`src/lzo_pkg.sv`:
```
// Shared types, constants and request/result codes of the layer z-order controller.
package lzo_pkg;

    localparam int MAX_LAYERS = 32;
    localparam int LID_W      = $clog2(MAX_LAYERS);
    localparam int HT_W       = LID_W + 2;

    // Request types
    localparam logic [2:0] REQ_ALLOC   = 3'd0;
    localparam logic [2:0] REQ_SIZE    = 3'd1;
    localparam logic [2:0] REQ_HEIGHT  = 3'd2;
    localparam logic [2:0] REQ_MOVE    = 3'd3;
    localparam logic [2:0] REQ_REFRESH = 3'd4;
    localparam logic [2:0] REQ_FREE    = 3'd5;

    // Result kinds
    localparam logic [1:0] KIND_ACK     = 2'd0;
    localparam logic [1:0] KIND_REBUILD = 2'd1;
    localparam logic [1:0] KIND_REDRAW  = 2'd2;

    // Status codes
    localparam logic [1:0] ST_OK      = 2'd0;
    localparam logic [1:0] ST_NO_FREE = 2'd1;
    localparam logic [1:0] ST_HIDDEN  = 2'd2;

    // Configuration register indexes
    localparam logic CFG_WIDTH  = 1'b0;
    localparam logic CFG_HEIGHT = 1'b1;

    // Datapath operations requested by the controller
    localparam logic [3:0] OP_NONE      = 4'd0;
    localparam logic [3:0] OP_LOAD      = 4'd1;
    localparam logic [3:0] OP_ALLOC     = 4'd2;
    localparam logic [3:0] OP_SIZE      = 4'd3;
    localparam logic [3:0] OP_MOVE      = 4'd4;
    localparam logic [3:0] OP_SHIFT_DN  = 4'd5;
    localparam logic [3:0] OP_SHIFT_UP  = 4'd6;
    localparam logic [3:0] OP_PLACE     = 4'd7;
    localparam logic [3:0] OP_EMIT      = 4'd8;
    localparam logic [3:0] OP_FREE      = 4'd9;
    localparam logic [3:0] OP_SETH      = 4'd10;

    // Controller to datapath command
    typedef struct packed {
        logic [3:0]       op;
        logic [1:0]       kind;
        logic [1:0]       rect_sel;     // 0 stored rect, 1 new position rect, 2 refresh rect
        logic [1:0]       hsel;         // which height pair to use
        logic [1:0]       status;
        logic             last;
    } lzo_cmd_t;

    // Datapath to controller status
    typedef struct packed {
        logic             req_bad;
        logic             free_found;
        logic             hidden;
        logic signed [HT_W-1:0] old_h;
        logic signed [HT_W-1:0] new_h;
        logic signed [HT_W-1:0] k;
        logic signed [HT_W-1:0] top;
        logic             out_busy;
    } lzo_stat_t;

endpackage

```
`src/lzo_datapath.sv`:
```
// Layer table, stack memory, region arithmetic and output register.
module lzo_datapath
    import lzo_pkg::*;
(
    input  logic                    clk,
    input  logic                    rst_n,
    input  logic                    cfg_valid,
    input  logic                    cfg_index,
    input  logic [12:0]             cfg_data,
    input  logic                    in_take,
    input  logic [2:0]              req_type,
    input  logic [4:0]              layer_id,
    input  logic signed [14:0]      pos_x,
    input  logic signed [14:0]      pos_y,
    input  logic signed [14:0]      end_x,
    input  logic signed [14:0]      end_y,
    input  logic signed [15:0]      new_height,
    input  lzo_cmd_t                cmd,
    output lzo_stat_t               stat,
    output logic                    out_valid,
    input  logic                    out_ready,
    output logic [1:0]              kind,
    output logic [12:0]             rect_x0,
    output logic [12:0]             rect_y0,
    output logic [12:0]             rect_x1,
    output logic [12:0]             rect_y1,
    output logic signed [6:0]       height_from,
    output logic signed [6:0]       height_to,
    output logic [4:0]              result_layer,
    output logic [1:0]              status,
    output logic                    last
);

    // Screen size registers
    logic [12:0] scr_w_reg, scr_h_reg;
    always_ff @(posedge clk or negedge rst_n)
    begin
        if (!rst_n)
        begin
            scr_w_reg <= 13'd320;
            scr_h_reg <= 13'd200;
        end
        else if (cfg_valid)
        begin
            if (cfg_index == CFG_WIDTH)
                scr_w_reg <= cfg_data;
            else
                scr_h_reg <= cfg_data;
        end
    end

    // Layer table and stack, small register files
    logic [LID_W-1:0]        stack_mem [MAX_LAYERS];
    logic signed [HT_W-1:0]  hgt_mem   [MAX_LAYERS];
    logic signed [14:0]      px_mem    [MAX_LAYERS];
    logic signed [14:0]      py_mem    [MAX_LAYERS];
    logic [12:0]             w_mem     [MAX_LAYERS];
    logic [12:0]             r_mem     [MAX_LAYERS];
    logic [MAX_LAYERS-1:0]   in_use_reg;
    logic signed [HT_W-1:0]  top_reg;

    // Captured request
    logic [2:0]              rq_reg;
    logic [LID_W-1:0]        id_reg;
    logic signed [14:0]      qx_reg, qy_reg, ex_reg, ey_reg;
    logic signed [15:0]      nh_reg;
    logic                    idbad_reg;

    // Working values of the current request
    logic signed [HT_W-1:0]  old_reg, h_reg, k_reg;
    logic signed [14:0]      ox_reg, oy_reg;
    logic [12:0]             lw_reg, lr_reg;
    logic [LID_W-1:0]        res_reg;
    logic                    found_reg;

    // Lowest free layer
    logic [LID_W-1:0] free_idx;
    logic             free_any;
    always_comb
    begin
        free_idx = '0;
        free_any = 1'b0;
        for (int i = MAX_LAYERS - 1; i >= 0; i--)
        begin
            if (!in_use_reg[i])
            begin
                free_idx = LID_W'(i);
                free_any = 1'b1;
            end
        end
    end

    // Clamp of the requested height to -1..top+1
    logic signed [HT_W-1:0] clamp_h;
    logic signed [16:0]     topp1;
    always_comb
    begin
        topp1 = 17'(top_reg) + 17'sd1;
        if (17'(nh_reg) > topp1)
            clamp_h = HT_W'(topp1);
        else if (nh_reg < -16'sd1)
            clamp_h = -HT_W'(1);
        else
            clamp_h = HT_W'(nh_reg);
    end

    // Stack index for shifting
    logic [LID_W-1:0] k_idx, km1_idx, kp1_idx, h_idx;
    logic [LID_W-1:0] mv_dn, mv_up;
    assign k_idx   = k_reg[LID_W-1:0];
    assign km1_idx = LID_W'(k_reg - 1);
    assign kp1_idx = LID_W'(k_reg + 1);
    assign h_idx   = h_reg[LID_W-1:0];
    assign mv_dn   = stack_mem[km1_idx];
    assign mv_up   = stack_mem[kp1_idx];

    logic signed [14:0] satx, saty;
    assign satx = (ex_reg < 0) ? 15'sd0 : ((ex_reg > 15'sd4096) ? 15'sd4096 : ex_reg);
    assign saty = (ey_reg < 0) ? 15'sd0 : ((ey_reg > 15'sd4096) ? 15'sd4096 : ey_reg);

    // Table, stack and working register updates
    always_ff @(posedge clk)
    begin
        case (cmd.op)
            OP_SIZE:
            begin
                w_mem[id_reg] <= satx[12:0];
                r_mem[id_reg] <= saty[12:0];
            end
            OP_MOVE:
            begin
                px_mem[id_reg] <= qx_reg;
                py_mem[id_reg] <= qy_reg;
            end
            OP_ALLOC:
                if (free_any)
                    hgt_mem[free_idx] <= -HT_W'(1);
            OP_SETH:
                hgt_mem[id_reg] <= h_reg;
            OP_SHIFT_DN:
            begin
                stack_mem[k_idx] <= mv_dn;
                hgt_mem[mv_dn]   <= k_reg;
            end
            OP_SHIFT_UP:
            begin
                stack_mem[k_idx] <= mv_up;
                hgt_mem[mv_up]   <= k_reg;
            end
            OP_PLACE:
                stack_mem[h_idx] <= id_reg;
            default:
            begin
            end
        endcase
    end

    // In-use flags and stack top
    always_ff @(posedge clk or negedge rst_n)
    begin
        if (!rst_n)
        begin
            in_use_reg <= '0;
            top_reg    <= -HT_W'(1);
        end
        else
        begin
            if (cmd.op == OP_ALLOC && free_any)
                in_use_reg[free_idx] <= 1'b1;
            if (cmd.op == OP_FREE)
                in_use_reg[id_reg] <= 1'b0;
            if (cmd.op == OP_SETH)
            begin
                if (h_reg < 0 && old_reg >= 0)
                    top_reg <= HT_W'(top_reg - 1);
                else if (old_reg < 0 && h_reg >= 0)
                    top_reg <= HT_W'(top_reg + 1);
            end
        end
    end

    // Request capture and per-request working values
    always_ff @(posedge clk)
    begin
        if (in_take)
        begin
            rq_reg    <= req_type;
            id_reg    <= layer_id[LID_W-1:0];
            idbad_reg <= (32'(layer_id) >= MAX_LAYERS);
            qx_reg    <= pos_x;
            qy_reg    <= pos_y;
            ex_reg    <= end_x;
            ey_reg    <= end_y;
            nh_reg    <= new_height;
        end
        case (cmd.op)
            OP_LOAD:
            begin
                old_reg   <= hgt_mem[id_reg];
                ox_reg    <= px_mem[id_reg];
                oy_reg    <= py_mem[id_reg];
                lw_reg    <= w_mem[id_reg];
                lr_reg    <= r_mem[id_reg];
                res_reg   <= id_reg;
                found_reg <= free_any;
                // Moves and refreshes report at the layer's own height
                if (rq_reg == REQ_FREE)
                    h_reg <= -HT_W'(1);
                else if (rq_reg == REQ_HEIGHT)
                    h_reg <= clamp_h;
                else
                    h_reg <= hgt_mem[id_reg];
                if (rq_reg == REQ_ALLOC)
                    res_reg <= free_any ? free_idx : '0;
            end
            OP_SETH:
                k_reg <= (old_reg < 0) ? HT_W'(top_reg + 1) : old_reg;
            OP_SHIFT_DN:
                k_reg <= HT_W'(k_reg - 1);
            OP_SHIFT_UP:
                k_reg <= HT_W'(k_reg + 1);
            default:
            begin
            end
        endcase
    end

    // Status for the controller
    assign stat.req_bad    = idbad_reg || !in_use_reg[id_reg] || rq_reg > REQ_FREE;
    assign stat.free_found = found_reg;
    assign stat.hidden     = old_reg < 0;
    assign stat.old_h      = old_reg;
    assign stat.new_h      = h_reg;
    assign stat.k          = k_reg;
    assign stat.top        = top_reg;
    assign stat.out_busy   = out_valid && !out_ready;

    // Region selection and clipping
    logic signed [15:0] ax0, ay0, ax1, ay1;
    logic signed [HT_W-1:0] hf, ht;
    always_comb
    begin
        case (cmd.rect_sel)
            2'd1:
            begin
                ax0 = 16'(qx_reg);
                ay0 = 16'(qy_reg);
                ax1 = 16'(qx_reg) + 16'($signed({1'b0, lw_reg}));
                ay1 = 16'(qy_reg) + 16'($signed({1'b0, lr_reg}));
            end
            2'd2:
            begin
                ax0 = 16'(ox_reg) + 16'(qx_reg);
                ay0 = 16'(oy_reg) + 16'(qy_reg);
                ax1 = 16'(ox_reg) + 16'(ex_reg);
                ay1 = 16'(oy_reg) + 16'(ey_reg);
            end
            default:
            begin
                ax0 = 16'(ox_reg);
                ay0 = 16'(oy_reg);
                ax1 = 16'(ox_reg) + 16'($signed({1'b0, lw_reg}));
                ay1 = 16'(oy_reg) + 16'($signed({1'b0, lr_reg}));
            end
        endcase
        case (cmd.hsel)
            2'd1:
            begin
                hf = HT_W'(h_reg + 1);
                ht = old_reg;
            end
            2'd2:
            begin
                hf = h_reg;
                ht = h_reg;
            end
            2'd3:
            begin
                hf = '0;
                ht = HT_W'(old_reg - 1);
            end
            default:
            begin
                hf = '0;
                ht = '0;
            end
        endcase
    end

    function automatic logic [12:0] clip(input logic signed [15:0] v, input logic [12:0] lim);
        if (v < 0)
            return 13'd0;
        else if (v > $signed({3'b0, lim}))
            return lim;
        else
            return v[12:0];
    endfunction

    // Output register
    always_ff @(posedge clk or negedge rst_n)
    begin
        if (!rst_n)
            out_valid <= 1'b0;
        else if (cmd.op == OP_EMIT)
            out_valid <= 1'b1;
        else if (out_ready)
            out_valid <= 1'b0;
    end

    always_ff @(posedge clk)
    begin
        if (cmd.op == OP_EMIT)
        begin
            kind         <= cmd.kind;
            result_layer <= res_reg;
            status       <= cmd.status;
            last         <= cmd.last;
            if (cmd.kind == KIND_ACK)
            begin
                rect_x0     <= '0;
                rect_y0     <= '0;
                rect_x1     <= '0;
                rect_y1     <= '0;
                height_from <= '0;
                height_to   <= '0;
            end
            else
            begin
                rect_x0     <= clip(ax0, scr_w_reg);
                rect_y0     <= clip(ay0, scr_h_reg);
                rect_x1     <= clip(ax1, scr_w_reg);
                rect_y1     <= clip(ay1, scr_h_reg);
                // The rebuild command runs up to the current top
                height_from <= 7'(hf);
                height_to   <= (cmd.kind == KIND_REBUILD) ? 7'(top_reg) : 7'(ht);
            end
        end
    end

    // A stored result is never overwritten while the receiver stalls
    assert property (@(posedge clk) disable iff (!rst_n)
        cmd.op == OP_EMIT |-> !(out_valid && !out_ready))
        else $error("result overwritten while stalled");
    // The stack top stays within the table
    assert property (@(posedge clk) disable iff (!rst_n)
        top_reg >= -HT_W'(1) && top_reg < HT_W'(MAX_LAYERS))
        else $error("stack top out of range");
    // The stack top changes only on a height update, by at most one per request
    assert property (@(posedge clk) disable iff (!rst_n)
        top_reg != $past(top_reg) |-> $past(cmd.op) == OP_SETH)
        else $error("stack top changed outside a height update");

endmodule

```
`src/lzo_ctrl.sv`:
```
// Request sequencer of the layer z-order controller.
module lzo_ctrl
    import lzo_pkg::*;
(
    input  logic        clk,
    input  logic        rst_n,
    input  logic        in_valid,
    output logic        in_ready,
    input  logic [2:0]  req_type,
    output logic        in_take,
    output lzo_cmd_t    cmd,
    input  lzo_stat_t   stat
);

    localparam logic [3:0] S_IDLE  = 4'd0;
    localparam logic [3:0] S_LOAD  = 4'd1;
    localparam logic [3:0] S_DEC   = 4'd2;
    localparam logic [3:0] S_SETH  = 4'd3;
    localparam logic [3:0] S_SHIFT = 4'd4;
    localparam logic [3:0] S_PLACE = 4'd5;
    localparam logic [3:0] S_EMIT  = 4'd6;
    localparam logic [3:0] S_WAIT  = 4'd7;

    logic [3:0] state_reg, state_next;
    logic [2:0] rq_reg;
    logic [1:0] seq_reg, seq_next;    // index of the result being sent
    logic [1:0] cnt_reg, cnt_next;    // results in this request minus one
    logic [1:0] mode_reg, mode_next;  // 0 ack, 1 height change, 2 move, 3 refresh
    logic [1:0] ack_st_reg, ack_st_next;
    logic       dn_reg, dn_next;      // shift direction: copy from below

    assign in_ready = (state_reg == S_IDLE);
    assign in_take  = in_valid && in_ready;

    always_ff @(posedge clk or negedge rst_n)
    begin
        if (!rst_n)
        begin
            state_reg  <= S_IDLE;
            rq_reg     <= REQ_ALLOC;
            seq_reg    <= '0;
            cnt_reg    <= '0;
            mode_reg   <= '0;
            ack_st_reg <= ST_OK;
            dn_reg     <= 1'b0;
        end
        else
        begin
            state_reg  <= state_next;
            seq_reg    <= seq_next;
            cnt_reg    <= cnt_next;
            mode_reg   <= mode_next;
            ack_st_reg <= ack_st_next;
            dn_reg     <= dn_next;
            if (in_take)
                rq_reg <= req_type;
        end
    end

    // Next state and command decoding
    always_comb
    begin
        state_next  = state_reg;
        seq_next    = seq_reg;
        cnt_next    = cnt_reg;
        mode_next   = mode_reg;
        ack_st_next = ack_st_reg;
        dn_next     = dn_reg;
        cmd         = '0;
        cmd.op      = OP_NONE;
        case (state_reg)
            S_IDLE:
                if (in_valid)
                    state_next = S_LOAD;
            S_LOAD:
            begin
                cmd.op     = OP_LOAD;
                state_next = S_DEC;
            end
            S_DEC:
            begin
                seq_next    = '0;
                cnt_next    = '0;
                mode_next   = 2'd0;
                ack_st_next = ST_OK;
                state_next  = S_EMIT;
                if (rq_reg == REQ_ALLOC)
                begin
                    cmd.op      = OP_ALLOC;
                    ack_st_next = stat.free_found ? ST_OK : ST_NO_FREE;
                end
                else if (stat.req_bad)
                begin
                end
                else if (rq_reg == REQ_SIZE)
                    cmd.op = OP_SIZE;
                else if (rq_reg == REQ_MOVE)
                begin
                    cmd.op = OP_MOVE;
                    if (!stat.hidden)
                    begin
                        mode_next = 2'd2;
                        cnt_next  = 2'd3;
                    end
                end
                else if (rq_reg == REQ_REFRESH)
                begin
                    if (stat.hidden)
                        ack_st_next = ST_HIDDEN;
                    else
                        mode_next = 2'd3;
                end
                else if (rq_reg == REQ_FREE && stat.hidden)
                    cmd.op = OP_FREE;
                else if (stat.new_h != stat.old_h)
                begin
                    mode_next  = 2'd1;
                    cnt_next   = 2'd1;
                    state_next = S_SETH;
                end
            end
            S_SETH:
            begin
                cmd.op     = OP_SETH;
                // Lowering or inserting copies from below, raising or removing from above
                if (stat.old_h > stat.new_h)
                    dn_next = stat.new_h >= 0;
                else
                    dn_next = stat.old_h < 0;
                state_next = S_SHIFT;
            end
            S_SHIFT:
            begin
                // k runs from its start towards the target, one entry a cycle
                if (dn_reg)
                begin
                    if (stat.k > stat.new_h && stat.k > 0)
                        cmd.op = OP_SHIFT_DN;
                    else
                        state_next = S_PLACE;
                end
                else
                begin
                    if ((stat.new_h >= 0 && stat.k < stat.new_h) ||
                        (stat.new_h < 0 && stat.k <= stat.top))
                        cmd.op = OP_SHIFT_UP;
                    else
                        state_next = S_PLACE;
                end
            end
            S_PLACE:
            begin
                if (stat.new_h >= 0)
                    cmd.op = OP_PLACE;
                if (rq_reg == REQ_FREE)
                    state_next = S_WAIT;
                else
                    state_next = S_EMIT;
            end
            S_WAIT:
            begin
                cmd.op     = OP_FREE;
                state_next = S_EMIT;
            end
            S_EMIT:
            begin
                if (!stat.out_busy)
                begin
                    cmd.op     = OP_EMIT;
                    cmd.status = ack_st_reg;
                    cmd.last   = (seq_reg == cnt_reg);
                    case (mode_reg)
                        2'd1:
                        begin
                            cmd.kind = (seq_reg == 2'd0) ? KIND_REBUILD : KIND_REDRAW;
                            if (stat.old_h > stat.new_h && stat.new_h >= 0)
                                cmd.hsel = 2'd1;
                            else if (stat.old_h > stat.new_h)
                                cmd.hsel = 2'd3;
                            else
                                cmd.hsel = 2'd2;
                        end
                        2'd2:
                        begin
                            cmd.kind     = seq_reg[1] ? KIND_REDRAW : KIND_REBUILD;
                            cmd.rect_sel = seq_reg[0] ? 2'd1 : 2'd0;
                            cmd.hsel     = seq_reg[0] ? 2'd2 : 2'd3;
                        end
                        2'd3:
                        begin
                            cmd.kind     = KIND_REDRAW;
                            cmd.rect_sel = 2'd2;
                            cmd.hsel     = 2'd2;
                        end
                        default:
                            cmd.kind = KIND_ACK;
                    endcase
                    if (seq_reg == cnt_reg)
                        state_next = S_IDLE;
                    else
                        seq_next = seq_reg + 2'd1;
                end
            end
            default:
                state_next = S_IDLE;
        endcase
    end

    // Input is only taken with the sequencer idle
    assert property (@(posedge clk) disable iff (!rst_n)
        in_take |=> state_reg == S_LOAD)
        else $error("accepted item not loaded");
    // The last result returns the sequencer to idle
    assert property (@(posedge clk) disable iff (!rst_n)
        (cmd.op == OP_EMIT && cmd.last) |=> state_reg == S_IDLE)
        else $error("sequencer did not finish after last result");
    // Shifting never runs past the table
    assert property (@(posedge clk) disable iff (!rst_n)
        state_reg == S_SHIFT |-> stat.k <= 7'(MAX_LAYERS))
        else $error("shift position out of range");

endmodule

```
`src/layer_z_order_controller_top.sv`:
```
// Top level of the layer z-order controller.
//
// The block keeps a table of up to 32 display layers and their z-order stack.
// Requests arrive on the in_valid/in_ready channel, one item at a time; each
// request yields one to four result items on out_valid/out_ready, the final
// one marked by last. Screen size registers are written on the cfg channel
// (index 0 width, index 1 height); the user must write them only while the
// block is idle, which the block itself does not enforce. cfg_ready is
// always high. An item is loaded and then decoded; a height change then
// walks the stack one entry per cycle, and each result is then placed in
// the output register.
// A new item is accepted only once every result of the previous one has been
// placed in the output register. When the receiver stalls, the result is
// held in that register and the sequencer waits.
// Reset clears the in-use flags, empties the stack and restores the screen
// size to 320 by 200. Other table contents are undefined until written.
module layer_z_order_controller_top
    import lzo_pkg::*;
(
    input  logic               clk,
    input  logic               rst_n,
    input  logic               cfg_valid,
    output logic               cfg_ready,
    input  logic               cfg_index,
    input  logic [12:0]        cfg_data,
    input  logic               in_valid,
    output logic               in_ready,
    input  logic [2:0]         req_type,
    input  logic [4:0]         layer_id,
    input  logic signed [14:0] pos_x,
    input  logic signed [14:0] pos_y,
    input  logic signed [14:0] end_x,
    input  logic signed [14:0] end_y,
    input  logic signed [15:0] new_height,
    output logic               out_valid,
    input  logic               out_ready,
    output logic [1:0]         kind,
    output logic [12:0]        rect_x0,
    output logic [12:0]        rect_y0,
    output logic [12:0]        rect_x1,
    output logic [12:0]        rect_y1,
    output logic signed [6:0]  height_from,
    output logic signed [6:0]  height_to,
    output logic [4:0]         result_layer,
    output logic [1:0]         status,
    output logic               last
);

    lzo_cmd_t  cmd;
    lzo_stat_t stat;
    logic      in_take;

    assign cfg_ready = 1'b1;

    // Sequencer
    lzo_ctrl u_ctrl (
        .clk      (clk),
        .rst_n    (rst_n),
        .in_valid (in_valid),
        .in_ready (in_ready),
        .req_type (req_type),
        .in_take  (in_take),
        .cmd      (cmd),
        .stat     (stat)
    );

    // Table, stack and result datapath
    lzo_datapath u_dp (
        .clk          (clk),
        .rst_n        (rst_n),
        .cfg_valid    (cfg_valid),
        .cfg_index    (cfg_index),
        .cfg_data     (cfg_data),
        .in_take      (in_take),
        .req_type     (req_type),
        .layer_id     (layer_id),
        .pos_x        (pos_x),
        .pos_y        (pos_y),
        .end_x        (end_x),
        .end_y        (end_y),
        .new_height   (new_height),
        .cmd          (cmd),
        .stat         (stat),
        .out_valid    (out_valid),
        .out_ready    (out_ready),
        .kind         (kind),
        .rect_x0      (rect_x0),
        .rect_y0      (rect_y0),
        .rect_x1      (rect_x1),
        .rect_y1      (rect_y1),
        .height_from  (height_from),
        .height_to    (height_to),
        .result_layer (result_layer),
        .status       (status),
        .last         (last)
    );

endmodule
```
`config.mk`:
```
export PLATFORM = sky130hd
export DESIGN_NAME = layer_z_order_controller_top
export DESIGN_NICKNAME = d
export VERILOG_FILES = /design/src/lzo_pkg.sv /design/src/lzo_datapath.sv /design/src/lzo_ctrl.sv /design/src/layer_z_order_controller_top.sv
export SDC_FILE = /design/constraint.sdc
export NUM_CORES = 2
export LEC_CHECK = 0
export ABC_AREA = 1
export BUFFER_PORTS_ARGS = -buffer_cell sky130_fd_sc_hd__buf_2
export CAP_MARGIN = 5
export CELL_PAD_IN_SITES_DETAIL_PLACEMENT = 1
export CELL_PAD_IN_SITES_GLOBAL_PLACEMENT = 2
export CORE_MARGIN = 4
export CORE_UTILIZATION = 26
export DETAILED_ROUTE_END_ITERATION = 8
export HOLD_SLACK_MARGIN = 0.03
export PLACE_DENSITY_LB_ADDON = 0.1
export SYNTH_ARGS = -nofsm -noshare
export SYNTH_HDL_FRONTEND = slang
export SYNTH_HIERARCHICAL = 1
export SYNTH_SLANG_ARGS = --single-unit
```
`constraint.sdc`:
```
create_clock -name clk -period 15.7 [get_ports clk]
set_input_delay 3.14 -clock clk [delete_from_list [all_inputs] [get_ports clk]]
set_output_delay 3.14 -clock clk [all_outputs]
set_load 0.02 [all_outputs]
```
# ---- Yosys cells after proc, flatten, opt, wreduce, memory -nomap -nowiden
# Memories as Yosys holds them, arrays and structs flattened. A register that Yosys moved wholly into a read port is not among the register bits.
# Cells that the tools add are included.
dict set report word_totals {
  latch_bits 0
  romBits 0
  elab_cells 358
  ram_bits 2176
  in_bits 103
  regBits 269
  memories 6
  out_inout_bits 79
}
# memory words word_bits read_ports rd_ports_with_merged_regs write_ports line_no
set mem_list {}
lappend mem_list {u_dp.px_mem 32 15 1 1 1 lzo_datapath.sv:55} ;# logic signed [14:0] px_mem [MAX_LAYERS];
lappend mem_list {u_dp.py_mem 32 15 1 1 1 lzo_datapath.sv:56} ;# logic signed [14:0] py_mem [MAX_LAYERS];
lappend mem_list {u_dp.r_mem 32 13 1 1 1 lzo_datapath.sv:58} ;# logic [12:0] r_mem [MAX_LAYERS];
lappend mem_list {u_dp.w_mem 32 13 1 1 1 lzo_datapath.sv:57} ;# logic [12:0] w_mem [MAX_LAYERS];
lappend mem_list {u_dp.hgt_mem 32 7 1 1 1 lzo_datapath.sv:54} ;# logic signed [HT_W-1:0] hgt_mem [MAX_LAYERS];
lappend mem_list {u_dp.stack_mem 32 5 2 0 1 lzo_datapath.sv:53} ;# logic [LID_W-1:0] stack_mem [MAX_LAYERS];
dict set report classes {
  eq_ne 40
  n_mul 0
  add_sub_neg 16
  div 0
  magnitude_cmp 28
  n_mux 189
  reduce_logical 39
  shifts 0
  bitwise_logic 6
}
# operator n
set ops {}
lappend ops {{$mux 5} 41}
lappend ops {{$pmux 16 s2} 4}
lappend ops {{$mux 13} 9}
lappend ops {{$lt 16x1->1 const B} 5}
lappend ops {{$mux 4} 19}
lappend ops {{$mux 7} 10}
lappend ops {{$add 15x14->16} 4}
lappend ops {{$add 15x15->16} 4}
lappend ops {{$gt 16x14->1} 4}
lappend ops {{$mux 32} 2}
lappend ops {{$mux 1} 63}
lappend ops {{$mux 2} 24}
lappend ops {{$pmux 7 s3} 2}
lappend ops {{$and 32x32->32} 1}
lappend ops {{$eq 4x3->1 const B} 8}
lappend ops {{$not 32->32} 1}
lappend ops {{$or 32x32->32} 1}
lappend ops {{$pmux 4 s8} 1}
lappend ops {{$gt 15x14->1 const B} 2}
lappend ops {{$lt 15x1->1 const B} 2}
lappend ops {{$pmux 4 s7} 1}
lappend ops {{$add 7x2->7 const B} 3}
lappend ops {{$reduce_or 7->1} 3}
lappend ops {{$sub 7x2->7 const B} 3}
lappend ops {{48 further kinds} 101}

# ---- Logic depth before layout (Yosys ltp)
dict set report depth {
  ltp_word 40
  ltp_mapped 45
  depth_no_buf 41
}

# ---- By module
# Netlist, hierarchy kept.
# module seq_area_each_um2 cells_each instances area_each_um2
set modules_own_cells {}
lappend modules_own_cells {lzo_datapath 74406.4 7405 1 101357.2}
lappend modules_own_cells {lzo_ctrl 375.4 262 1 1686.6}
lappend modules_own_cells {layer_z_order_controller_top 0.0 2 1 11.3}

# ---- Worst setup path after synthesis
# Ideal clock, no wire load.
dict set report synth_path {
  path_kind {input to register}
  start {in out_ready}
  end {reg u_dp.rect_x1[4] (data pin)}
  required_ns 15.448
  path_buffers 4
  setup_slack_ns 7.358
  stages 38
  setup_ns 0.252
  arrival_time_ns 8.090
  cell_sequence {nor2_1 nor2_4 inv_1 nor3_1 inv_1 ha_1 inv_1 clkbuf_1 clkbuf_1 clkbuf_1 nand2_1 o21ai_0 ha_1 inv_1 o21ai_1 a31oi_1 nor2_1 o21ai_0 (+2 left out) nand2_1 a21oi_1 nor2_1 o21ai_0 nand2_1 or2_2 a21oi_1 a21oi_1 ha_1 nand4_1 o221ai_1 a21oi_1 or2_2 nand3_2 buf_6 nand2_1 nand2_1 nor2_1}
}
# item line_no
set synth_lines {}
lappend synth_lines {{from (decl)} layer_z_order_controller_top.sv:36} ;# input logic out_ready,
lappend synth_lines {{to (signal assigned)} lzo_datapath.sv:331} ;# rect_x1 <= clip(ax1, scr_w_reg);
lappend synth_lines {{to (decl)} lzo_datapath.sv:25} ;# output logic [12:0] rect_x1,

==> qor.txt <==
status: complete, no violations
Crit. Startpoint: out_ready
Post-Synthesis Cells: 7669
average vias per placed instance: 5.04
syn nets: 7968
vias after detailed routing: 67625
sequential area share after synthesis: 0.726
Tightest Pin Transition: 1.30 ns
filler cell count: 41646
most used cell, CP: nor2_1
arrival time worst endpoint: 9.62 ns
Multi-input gate area: 25800 um^2
Root Driver: clkbuf_16
kind of critical path: in2reg
final std cell area, no fill: 121000 um^2
IO buf count: 180
TritonCTS clock tree: yes
Post-Syn Area: 103000 um^2
drt drc: 0
top cells by area, synth: edfxtp_1, a22oi_1, a21oi_1
Initial Util: 0.262
worst r2r dst: u_dp/hgt_mem[23][6]
fmax: 112 MHz
CP max stage cell: buf_4
cts hold-fix bufs: 0
largest net degree at the start of global routing: 136
max-slew violation count: 0
flip-flop and latch area: 74800 um^2
Post-synth ARST share: 0.0323
Max VDD drop: 0.000141 V
crit-path max FO: 61
reg2reg start: u_dp/id_reg[2]
total CTS buffers: 305
Netlist cell types: 73
FF+latch count, synth: 2505
Worst-path clk slew: 0.06 ns
First DRT Iteration DRCs: 5391
DP Wirelength: 243 mm
gr ovfl total: 0
CTS Sinks: 2505
Worst Clk Skew: 0.0521 ns
Final setup viols: 0
Clock Path Buffers: 4
unrepaired setup endpoints after global routing: no
GR Util All Layers: 0.198
top post-synthesis cells by count: edfxtp_1, a22oi_1, nand2_1, a21oi_1, nor2_1
Antenna Nets Post-Route: 0
nets@finish: 8252
Synth Flop Type: edfxtp_1
Core Area: 394000 um^2
number of gates resized after CTS: 0
GPL Wtd Cong: 0.775
reg2reg setup slack: 7.70 ns
die area: 407000 um^2
die width: 638 um
CP Capture Type: register
Post-CTS Setup Bufs: 0
Setup TNS Final: 0 ns
Max-Cap Viols: 0
total iterations of the first detailed-routing run: 7
most common cell in the netlist: edfxtp_1
Pleak: 40.4 nW
Routed WL: 414 mm
post-synth top area cell: edfxtp_1
vias in the first global route: 69687
required time of the critical path: 16.38 ns
H-Tree Depth: 5
reg2reg path depth: 24
fin crit share: 0.569
initial antenna violation count: 33
Critical Path End: u_dp/rect_x1[1]
Hold WC Path Type: reg2reg
P per Cell Area: 183 nW/um^2
Synth warnings: 6
Min Clock Period, post-route: 8.94 ns
die height: 638 um
worst-skew pair later-pin latency: 0.93 ns
cell area after placement: 111000 um^2
Hold Vio Cnt, Final: 0
Synth top area share: 0.705
WL per Instance: 30.9 um
share of cells above drive strength 1: 0.127
Slew headroom: 0.133
FP Rows: 230
Post-synth EDFFs: 2419
global-route wire length before repair: 575 mm
Startpoint Class: input port
IO Pins: 182
Area growth, synth to finish: 17.3%
syn avg cell area: 13.4 um^2
Critical Path Max Stage Delay: 0.57 ns
Largest regs: u_dp/px_mem: 480 flops, u_dp/py_mem: 480 flops
hold_ws: 0.425 ns
[cell usage in the layout (no fill, tap or decap), types with 10 or more instances in the layout]
master / Yosys / routed
a2111o_1: 12 / 12
a211oi_1: 28 / 28
a21oi_1: 676 / 672
a21oi_2: 7 / 11
a22oi_1: 925 / 920
a31oi_1: 32 / 29
buf_2: 17 / 179
buf_4: 5 / 198
bufinv_16: 0 / 21
clkbuf_1: 319 / 64
clkbuf_16: 0 / 311
clkinv_1: 7 / 79
clkinv_2: 0 / 43
clkinv_8: 0 / 10
dfrtp_1: 69 / 69
dfstp_2: 12 / 12
edfxtp_1: 2419 / 2419
ha_1: 190 / 188
inv_1: 402 / 394
inv_2: 10 / 15
mux2i_1: 23 / 23
nand2_1: 814 / 806
nand2_4: 2 / 10
nand3_1: 176 / 176
nand4_1: 27 / 27
nor2_1: 579 / 485
nor2_2: 4 / 29
nor2_4: 3 / 72
nor3_1: 52 / 50
nor4_1: 61 / 61
o211ai_1: 29 / 29
o21ai_0: 384 / 383
o21ai_1: 35 / 35
o221ai_1: 67 / 67
o22ai_1: 36 / 36
or2_2: 61 / 61
or4_1: 12 / 12
xor2_1: 17 / 16
[power by group]
part           switching, mW  internal (mW)  total [mW]  leakage (nW)
sequential             0.377           8.25        8.63          22.4
clock                   2.90           4.00        6.90          4.70
combinational           4.98           1.62        6.60          13.3
[worst min path at each step]
| stage | from | endpoint | slack (ns) | cells past startpoint |
|---|---|---|---|---|
| after CTS | u_dp/res_reg[0] | u_dp/result_layer[0] | 0.43 | 0 |
| final | u_dp/res_reg[0] | u_dp/result_layer[0] | 0.42 | 0 |
| after global routing | u_dp/res_reg[1] | u_dp/result_layer[1] | 0.44 | 0 |
| after global placement | u_dp/res_reg[0] | u_dp/result_layer[0] | 0.42 | 0 |
| after floorplan | u_dp/res_reg[0] | u_dp/result_layer[0] | 0.40 | 0 |
| after detailed placement | u_dp/res_reg[0] | u_dp/result_layer[0] | 0.42 | 0 |
[per-stage QoR]
stage               setup slack (ns)  utilization  std cells  total power [mW]
floorplan                       7.36            -       7669              12.4
global placement                5.93        0.282      12864              15.4
detailed placement              5.83        0.282      12864              15.5
CTS                             6.84        0.307      13411              22.5
global route                    6.11        0.307      13415              23.4
finish                          6.76        0.307      13419              22.1
[area by class of cell]
cell class | count | share of cell area
timing repair buffer | 383 | 0.0206
multi-input combinational | 4339 | 0.214
tap | 5220 | 0.0540
clock buffer | 377 | 0.0666
clock inverter | 170 | 0.0131
sequential | 2505 | 0.619
inverter | 419 | 0.0131
antenna | 6 | 0.000124
[critical path: cells and delay by family]
kind / cells / cell delay, ns
and+or+nand+nor: 17 / 2.56
buffers and inverters: 9 / 1.50
AOI/OAI and AO/OA: 7 / 1.25
adders and majority gates: 4 / 1.01
[metal layers]
metal | up-vias | track usage | part of all wire
li1 | 29866 | - | -
met1 | 35957 | 0.288 | 0.48
met2 | 1378 | 0.322 | 0.47
met3 | 420 | 0.0196 | 0.035
met4 | 4 | 0.0346 | 0.016
met5 | - | 0 | 0.000060
[logic make-up after synthesis]
| family | synth area share |
|---|---|
| other cells | 0.0000364 |
| fa+ha+maj | 0.0242 |
| buf+inv | 0.0307 |
| xor+xnor | 0.00195 |
| mux | 0.00223 |
| flops | 0.726 |
| compound gates | 0.142 |
| simple gates | 0.0736 |
No activity file was read; power rests on OpenSTA's default activity.
